## config.mk

```make
export PLATFORM = sky130hd
export DESIGN_NAME = jsi_div
export DESIGN_NICKNAME = d
export VERILOG_FILES = /design/src/jsi_pkg.sv /design/src/jsi_div.sv
export SDC_FILE = /design/constraint.sdc
export NUM_CORES = 1
export LEC_CHECK = 0
export ABC_AREA = 1
export BUFFER_PORTS_ARGS = -buffer_cell sky130_fd_sc_hd__buf_4
export CAP_MARGIN = 20
export CELL_PAD_IN_SITES_DETAIL_PLACEMENT = 1
export CELL_PAD_IN_SITES_GLOBAL_PLACEMENT = 2
export CORE_MARGIN = 3
export CORE_UTILIZATION = 32
export CTS_BUF_LIST = sky130_fd_sc_hd__clkbuf_2 sky130_fd_sc_hd__clkbuf_4 sky130_fd_sc_hd__clkbuf_8
export DETAILED_ROUTE_END_ITERATION = 10
export PLACE_DENSITY = 0.81
export SETUP_SLACK_MARGIN = 0.2
export SYNTH_ARGS = -nofsm -noshare
export SYNTH_HDL_FRONTEND = slang
export SYNTH_SLANG_ARGS = --single-unit
```

## constraint.sdc

```tcl
create_clock -name clk -period 4.2 [get_ports clk]
set_input_delay 0.84 -clock clk [delete_from_list [all_inputs] [get_ports clk]]
set_output_delay 0.84 -clock clk [all_outputs]
set_load 0.03 [all_outputs]
```

## src/jsi_pkg.sv

```systemverilog
// Shared types, constants and fixed-point helpers of the joint setpoint integrator.
`default_nettype none
package jsi_pkg;

	localparam logic [26:0] TURN    = 27'd105414357;
	localparam logic [29:0] RAD2DEG = 30'd961263669;
	localparam logic [31:0] RECIP   = 32'(64'h0400_0000_0000_0000 / 64'd105414357);

	typedef enum logic [4:0] {
		S_IDLE,
		S_SEED,
		S_SEED_DONE,
		S_STEP,
		S_SM,
		S_PROP,
		S_REQ,
		S_WRAP,
		S_WQ,
		S_WR,
		S_NEAR,
		S_LEAD,
		S_CLAMP,
		S_SETP,
		S_VMUL,
		S_VDIV,
		S_VWAIT,
		S_OUT
	} state_t;

	typedef enum logic [1:0] {
		CFG_STEP_PERIOD = 2'd0,
		CFG_LEAD_LIMIT  = 2'd1,
		CFG_LEAD_ENABLE = 2'd2
	} cfg_idx_t;

	typedef struct packed {
		logic        start;
		logic [63:0] dividend;
		logic [31:0] divisor;
		logic [6:0]  iters;
	} div_cmd_t;

	typedef struct packed {
		logic        done;
		logic [63:0] quotient;
	} div_rsp_t;

	function automatic logic signed [31:0] sat_signed(input logic neg, input logic [63:0] m);
		logic signed [31:0] r;
		if (neg) begin
			if (m >= 64'h8000_0000) r = 32'sh8000_0000;
			else r = 32'sd0 - $signed(m[31:0]);
		end else begin
			if (m > 64'h7FFF_FFFF) r = 32'sh7FFF_FFFF;
			else r = $signed(m[31:0]);
		end
		return r;
	endfunction

	function automatic logic signed [31:0] deg_from_product(input logic neg, input logic [66:0] p);
		logic [66:0] s;
		s = p + 67'h8000_0000;
		return sat_signed(neg, {29'b0, s[66:32]});
	endfunction

	function automatic logic [34:0] deg_operand(input logic [39:0] mag);
		logic [34:0] r;
		if (mag > 40'h4_0000_0000) r = 35'h4_0000_0000;
		else r = mag[34:0];
		return r;
	endfunction

endpackage
`default_nettype wire

```

## src/jsi_div.sv

```systemverilog
// Iterative restoring divider, one quotient bit per cycle.
`default_nettype none
module jsi_div (
	input  wire logic              clk,
	input  wire logic              arst_n,
	input  wire jsi_pkg::div_cmd_t cmd,
	output jsi_pkg::div_rsp_t      rsp
);

	logic [63:0] dvd_q;
	logic [31:0] rem_q;
	logic [31:0] dsr_q;
	logic [6:0]  cnt_q;
	logic        busy_q;
	logic        done_q;
	logic [32:0] shifted;
	logic [32:0] reduced;
	logic        ge;

	assign shifted = {rem_q, dvd_q[63]};
	assign ge      = shifted >= {1'b0, dsr_q};
	assign reduced = shifted - {1'b0, dsr_q};

	always_ff @(posedge clk or negedge arst_n) begin
		if (!arst_n) begin
			busy_q <= 1'b0;
			done_q <= 1'b0;
			cnt_q  <= '0;
		end else begin
			done_q <= 1'b0;
			if (cmd.start) begin
				busy_q <= 1'b1;
				cnt_q  <= cmd.iters;
			end else if (busy_q) begin
				cnt_q <= cnt_q - 7'd1;
				if (cnt_q == 7'd1) begin
					busy_q <= 1'b0;
					done_q <= 1'b1;
				end
			end
		end
	end

	always_ff @(posedge clk) begin
		if (cmd.start) begin
			dvd_q <= cmd.dividend;
			dsr_q <= cmd.divisor;
			rem_q <= '0;
		end else if (busy_q) begin
			rem_q <= ge ? reduced[31:0] : shifted[31:0];
			dvd_q <= {dvd_q[62:0], ge};
		end
	end

	assign rsp.done      = done_q;
	assign rsp.quotient  = dvd_q;

endmodule
`default_nettype wire

```

==> impl_metrics.ini, run 1 <==
[status]
outcome = finished clean

[power]
power_mw = 5.27
p_leak_nw = 5.46
p_per_area_nw_per_um2 = 513
peakVddDrop_mv = 0.208

[critical_path]
cp-start-kind = flip-flop
path_common_cell = nand2_1
cp-end-kind = flip-flop
worstPathMaxFanout = 32
crit_path_max_incr_delay_ns = 0.50
arrival_ns = 3.13
crit_slowest_cell = nor2_4
crit_chain = inv_1, ha_1, nand2_1, nor2_1, nand2_1, nor2_2, nand2_1, nand3_2, nor2_4, nand2_4, nand2_1, nand3_1, nand2_1
worstSetupPathType = flip-flop to flip-flop
critPathRequiredTime_ns = 4.60

[grt]
grt-busiest-layer = met2
globalRouteMet3Util_pct = 7.81
grt_use_met2_pct = 31.5
grt_usage_pct = 19.1
grt_pass1_vias = 7908
antenna_found_initial = 0
grt_max_degree = 69
grt_overflow = 0
gr-usage-met1_pct = 23.9
grt_pass1_wl_mm = 42.3

[timing]
clock_skew_ns = 0.0255
fin_tns_setup_ns = 0
drv_slew = 0
timing.fmax_mhz = 367
rsz0062_at_grt = false
final.min_clock_period_ns = 2.72
period_share_pct = 64.8
setup-violations-final = 0
tightest_slew_ns = 0.957
finalHoldViolCount = 0
relSlewSlack_pct = 36.1

[clock_tree]
clockRootBuffer = clkbuf_8
cts_tree = done
clkTransAtPathRegs_ns = 0.10
clkLatencyLatePin_ns = 0.47
cts.path.max_buffers = 2
cts_hold_buf = 0
cts.repair.resized = 0
cts_made_buffers = 17
post_cts_buffers = 0
cts_sinks = 137
htree_levels = 4

[detailed_routing]
drt_iter0_markers = 319
wl_per_cell_um = 16.0
vias = 7498
drc = 0
routed_wl_mm = 26.2
antenna_left = 0
firstDrtPassIters = 5
drt-vias-per-instance = 4.60

[placed_design]
dpl.hpwl_mm = 20.2
numPortBuffers = 170
gp_congestion = 0.800

[layout]
post-route-util_pct = 40.7
syn2layout_area_growth_pct = 24.5
layout-drive-gt1-share_pct = 17.5
fillers = 3214
antenna_cells = 0
nets = 1428

[flow_run]
cap_violations = 0

[synth]
netlist_instances = 1121
yosysTopAreaCellShare_pct = 34.9
synth_edf_count = 96
yosys_warnings = 0
ys.flop_type = edfxtp_1
synthDistinctLibCells = 38
synth.ff_latch_count = 137
synthesis.area_sq_um = 8250
ys_top_cells_by_area = edfxtp_1, nand2_1, inv_1
synth.net_count = 1262
synth_async_sr_flop_share_pct = 6.57
synth_seq_area_share_pct = 45.4
yosysTopAreaCell = edfxtp_1
synth.avg_cell_area_sq_um = 7.36

[floorplanning]
initial_utilization_pct = 32.7
die_w_um = 167
pin_count = 171
num_rows = 58
die_h_um = 167
coreArea_sq_um = 25300
die_area_sq_um = 27800

[worst_hold_path]
min_path_type = primary input to async pin
## worst max-delay path: cells and delay by family, from the launching register on
| kind | cells | cell delay, ns |
|---|---|---|
| flip-flops | 1 | 0.35 |
| adder cells (fa/ha/maj) | 1 | 0.34 |
| AND/OR/NAND/NOR | 11 | 1.89 |
| buffers and inverters | 1 | 0.04 |
## through the flow
stage / setup WS, ns / cell area [sq um] / hold WS (ns) / cells
global route: 1.18 / 10300 / 0.162 / 1630
global placement: 1.58 / 9860 / 0.461 / 1598
finish: 1.48 / 10300 / 0.196 / 1630
floorplan: 0.744 / 8250 / 0.440 / 1121
detailed placement: 1.44 / 9860 / 0.466 / 1598
CTS: 1.40 / 10300 / 0.171 / 1630
## Yosys cell counts, types with 4 or more instances
cell type / instances
clkbuf_1: 14
nor3_1: 4
dfxtp_1: 32
a21oi_1: 20
dfrtp_1: 9
o21ai_1: 15
nand3_1: 81
buf_2: 7
o21ai_0: 6
nand3b_1: 22
xnor2_1: 14
nor2_1: 42
nand2_1: 499
inv_1: 182
buf_1: 4
ha_1: 34
edfxtp_1: 96
## path summary, 6_finish.rpt
path	from	end	slack, ns	depth (start not counted)
max	dsr_q[18]	rem_q[25]	1.48	13
min	arst_n	cnt_q[3]	0.20	1
max reg2reg	dsr_q[18]	rem_q[25]	1.48	13
min reg2reg	rem_q[26]	rem_q[26]	0.48	2
max in group asynchronous	arst_n	cnt_q[0]	3.85	1
min in group clk	rem_q[26]	rem_q[26]	0.48	2
## sequential cells by signal (all words and copies together) (netlist names)
signal / count
done_q: 1
dvd_q: 64
rem_q: 32
cnt_q: 7
busy_q: 1
dsr_q: 32
## cell families (layout without fill, tap and decap cells)
family                     count (synthesis)  after routing  share of synthesized area (%)
and+or+nand+nor                          667            667                           33.7
buffers and inverters                    214            393                           10.2
DFF                                      137            137                           45.4
AOI/OAI and AO/OA                         51             51                           3.44
adders and majority gates                 35             35                           5.40
xor gates and xnor gates                  17             17                           1.80
## layout by cell type (no fill, tap or decap), types with 3 or more instances in the layout
cell        n
clkbuf_8   17
nand3_1    81
a21oi_1    20
nor2_2      4
nor2_1     41
nand2_2     3
nor3_1      4
nand2_1   499
nand3_2     3
o21ai_0     6
nand3b_1   22
o21ai_1    15
inv_6       3
o221ai_1    3
dfxtp_1    32
ha_1       34
xor2_1      3
xnor2_1    14
clkinv_4    3
inv_8       5
inv_1     180
dfrtp_1     9
buf_4     177
edfxtp_1   96
## area by class of cell
| cell class | instances | area, sq um | share of cell area, % |
|---|---|---|---|
| flip-flops and latches | 137 | 3750 | 36.5 |
| clock buffers | 17 | 234 | 2.28 |
| clock inverters | 15 | 180 | 1.75 |
| multi-input cells | 770 | 3660 | 35.6 |
| repair buffers | 178 | 1350 | 13.1 |
| inverters | 183 | 688 | 6.70 |
| well taps | 330 | 413 | 4.02 |
## routing by layer
layer  share of wire, %  routed length, um
met1                 44              11600
met2                 46              12100
met3                8.6               2240
met4               0.84                220
met5                  0                  0
## report_power, final
| part | internal (mW) | leakage (nW) | switching [mW] | total (mW) |
|---|---|---|---|---|
| combinational | 0.811 | 3.86 | 1.46 | 2.27 |
| clock | 0.554 | 0.208 | 0.645 | 1.20 |
| sequential | 1.67 | 1.39 | 0.133 | 1.81 |
| total | 3.04 | 5.46 | 2.23 | 5.27 |
No activity file was read; power rests on OpenSTA's default activity.
==> inputs of run 2 (changes only) <==
--- a/config.mk
+++ b/config.mk
@@ -5,7 +5,7 @@
 export SDC_FILE = /design/constraint.sdc
 export NUM_CORES = 1
 export LEC_CHECK = 0
-export ABC_AREA = 1
+export ABC_AREA = 0
 export BUFFER_PORTS_ARGS = -buffer_cell sky130_fd_sc_hd__buf_4
 export CAP_MARGIN = 20
 export CELL_PAD_IN_SITES_DETAIL_PLACEMENT = 1
@@ -14,7 +14,7 @@
 export CORE_UTILIZATION = 32
 export CTS_BUF_LIST = sky130_fd_sc_hd__clkbuf_2 sky130_fd_sc_hd__clkbuf_4 sky130_fd_sc_hd__clkbuf_8
 export DETAILED_ROUTE_END_ITERATION = 10
-export PLACE_DENSITY = 0.81
+export PLACE_DENSITY = 0.76
 export SETUP_SLACK_MARGIN = 0.2
 export SYNTH_ARGS = -nofsm -noshare
 export SYNTH_HDL_FRONTEND = slang
==> constraint.sdc (replaced) <==
create_clock -name clk -period 2.2 [get_ports clk]
set_input_delay 0.44 -clock clk [delete_from_list [all_inputs] [get_ports clk]]
set_output_delay 0.44 -clock clk [all_outputs]
set_load 0.03 [all_outputs]
==> run 2 against run 1 <==
The run now ends with setup timing left. Final cell count is 18% lower. Critical path depth is 2 lower. Core utilization is 10 points higher. Clock-buffer cell count is 1 higher. Non-clock buffer count is 164 higher. Clock power is 90% higher. Design area is 14% higher. Largest cell class is now multi-input combinational cells. Largest power group unchanged.
==> impl_metrics.ini, run 2 <==
[critical_path]
crit_chain = inv_1, ha_2, buf_4, nand4_1, nor3_1, a31o_1, a211o_1, nor2_4, buf_12, or3b_4, a311oi_2
cp-start-kind = flip-flop
critPathRequiredTime_ns = 2.57
critPathBufInv = 3
cp-end-kind = flip-flop
crit_path_max_incr_delay_ns = 0.39
worstPathMaxFanout = 10
arrival_ns = 3.08
crit_slowest_cell = or3b_4
worstSetupPathType = flip-flop to flip-flop
critical_path.top_delay_family = simple AND/OR/NAND/NOR gates

[power]
power_mw = 13.6
peakVddDrop_mv = 0.553
p_leak_nw = 5.05
power.share.switching_pct = 38.9
p_per_area_nw_per_um2 = 1170
p_clk_share_pct = 16.7
power_frac_seq_pct = 26.5
p_int_mw = 8.33
comb_power_share_pct = 56.8
switchingPower_mw = 5.31

[timing]
setup-violations-final = 33
period_share_pct = 123
finalHoldViolCount = 0
rsz0062_at_grt = true
tightest_slew_ns = 0.502
clock_skew_ns = 0.0204
whs_ns = 0.141
setup_slack_ns = -0.513
relSlewSlack_pct = 66.5
drv_slew = 0
final.min_clock_period_ns = 2.71
timing.fmax_mhz = 369

[layout]
nets = 1158
final_common_cell = buf_4
top_regs = dvd_q: 64 flops, dsr_q: 32 flops, rem_q: 32 flops
antenna_cells = 0
layout-drive-gt1-share_pct = 55.0
top_register = dvd_q
largest_reg_flops = 64
final_cell_mix = buf_4, edfxtp_1, mux2_2
syn2layout_area_growth_pct = 55.0
post-route-util_pct = 51.1
fillers = 2519

[floorplanning]
num_rows = 55
initial_utilization_pct = 32.9
pin_count = 171
die_h_um = 159
die_area_sq_um = 25400
die_w_um = 159
coreArea_sq_um = 22800

[synth]
yosysMostFrequentCell = edfxtp_1
yosysTopAreaCellShare_pct = 38.3
synth.net_count = 830
synthDistinctLibCells = 66
ys_top_cells_by_area = edfxtp_1, mux2_2, dfxtp_1
yosysTopAreaCell = edfxtp_1
ys.flop_type = edfxtp_1
synth.ff_latch_count = 137
netlist_instances = 689
synth.avg_cell_area_sq_um = 10.9
yosys_warnings = 0
synth_common_cells = edfxtp_1, nand2_1, mux2_2
synth_async_sr_flop_share_pct = 6.57
synth_edf_count = 96
synth_seq_area_share_pct = 49.8
synthesis.area_sq_um = 7530

[detailed_routing]
wl_per_cell_um = 18.9
drt-vias-per-instance = 4.98
vias = 6692
drt_iter0_markers = 293
routed_wl_mm = 25.3
firstDrtPassIters = 4
antenna_left = 0
drc = 0

[placed_design]
numPortBuffers = 170
gp_congestion = 0.835
dpl.hpwl_mm = 17.6
dpl_worst_slack_ns = -0.592

[flow_run]
cap_violations = 0

[clock_tree]
clkLatencyLatePin_ns = 0.47
cts.path.max_buffers = 2
cts_tree = done
clockRootBuffer = clkbuf_8
cts_made_buffers = 17
cts_sinks = 137
htree_levels = 4
clkTransAtPathRegs_ns = 0.09

[grt]
grt_pass1_vias = 7484
antenna_found_initial = 0
grt_pass1_wl_mm = 40.0
grt_overflow = 0
grt_max_degree = 67
grt_usage_pct = 19.6

[status]
outcome = finished with violations
violations = setup timing

[worst_hold_path]
min_path_type = primary input to flip-flop
==> run 2: cell type report <==
cell class | count | area, sq um | share of cell area [%]
flip-flops and latches | 137 | 3750 | 32.2
multi-input cells | 477 | 4150 | 35.6
repair buffers | 342 | 2790 | 23.9
inverters | 42 | 161 | 1.38
clock inverters | 14 | 179 | 1.53
well taps | 313 | 392 | 3.36
clock buffers | 18 | 241 | 2.07
==> run 2: through the flow <==
stage	cells	setup TNS, ns	cell area [sq um]
after floorplan	689	-8.93	7580
after global placement	1277	-13.77	10100
after CTS	1333	-13.38	11300
final	1343	-15.29	11700
after detailed placement	1277	-15.77	10100
after global routing	1343	-19.39	11700
==> run 2: timing repair <==
| item | CTS | global route |
|---|---|---|
| gates cloned | 4 | 0 |
| hold endpoints to repair | 9 | 0 |
| pin swaps | 26 | 45 |
| endpoints found under the setup margin | 33 | 33 |
| buffers inserted | 19 | 10 |
| gates resized for setup | 91 | 67 |
| hold buffers | 1 | 0 |
==> run 2: power groups by stage <==
stage,combinational (mW),clock [mW],sequential [mW]
detailed placement,5.58,0,3.60
floorplan,2.85,0,3.87
finish,7.75,2.28,3.61
global placement,5.47,0,3.58
global route,8.35,2.46,3.67
CTS,6.98,2.34,3.60
==> run 2: cells by family (layout without fill, tap and decap cells) <==
logic type | after synthesis | in the layout | share of synthesized area [%]
adder cells (fa/ha/maj) | 35 | 35 | 5.92
flip-flops | 137 | 137 | 49.8
buffers and inverters | 75 | 416 | 4.59
AND/OR/NAND/NOR | 199 | 199 | 12.2
AO/OA/AOI/OAI | 155 | 155 | 15.2
XOR/XNOR | 24 | 24 | 2.79
multiplexers | 64 | 64 | 9.58
==> run 2: routing by layer <==
metal	track usage [%]	wire length (um)
met1	22.2	10000
met2	34.6	13100
met3	6.92	1710
met4	6.37	499
met5	0	0
==> run 2: worst paths after layout <==
| kind | endpoint | start | slack (ns) | cells after the start |
|---|---|---|---|---|
| setup / recovery | rem_q[16] | dsr_q[10] | -0.51 | 11 |
| hold / removal | dsr_q[25] | cmd[32] | 0.14 | 1 |
| setup reg to reg | rem_q[16] | dsr_q[10] | -0.51 | 11 |
| hold reg to reg | rem_q[30] | rem_q[30] | 0.52 | 2 |
| max in group asynchronous | busy_q | arst_n | 1.70 | 2 |
| min in group asynchronous | cnt_q[1] | arst_n | 0.33 | 2 |
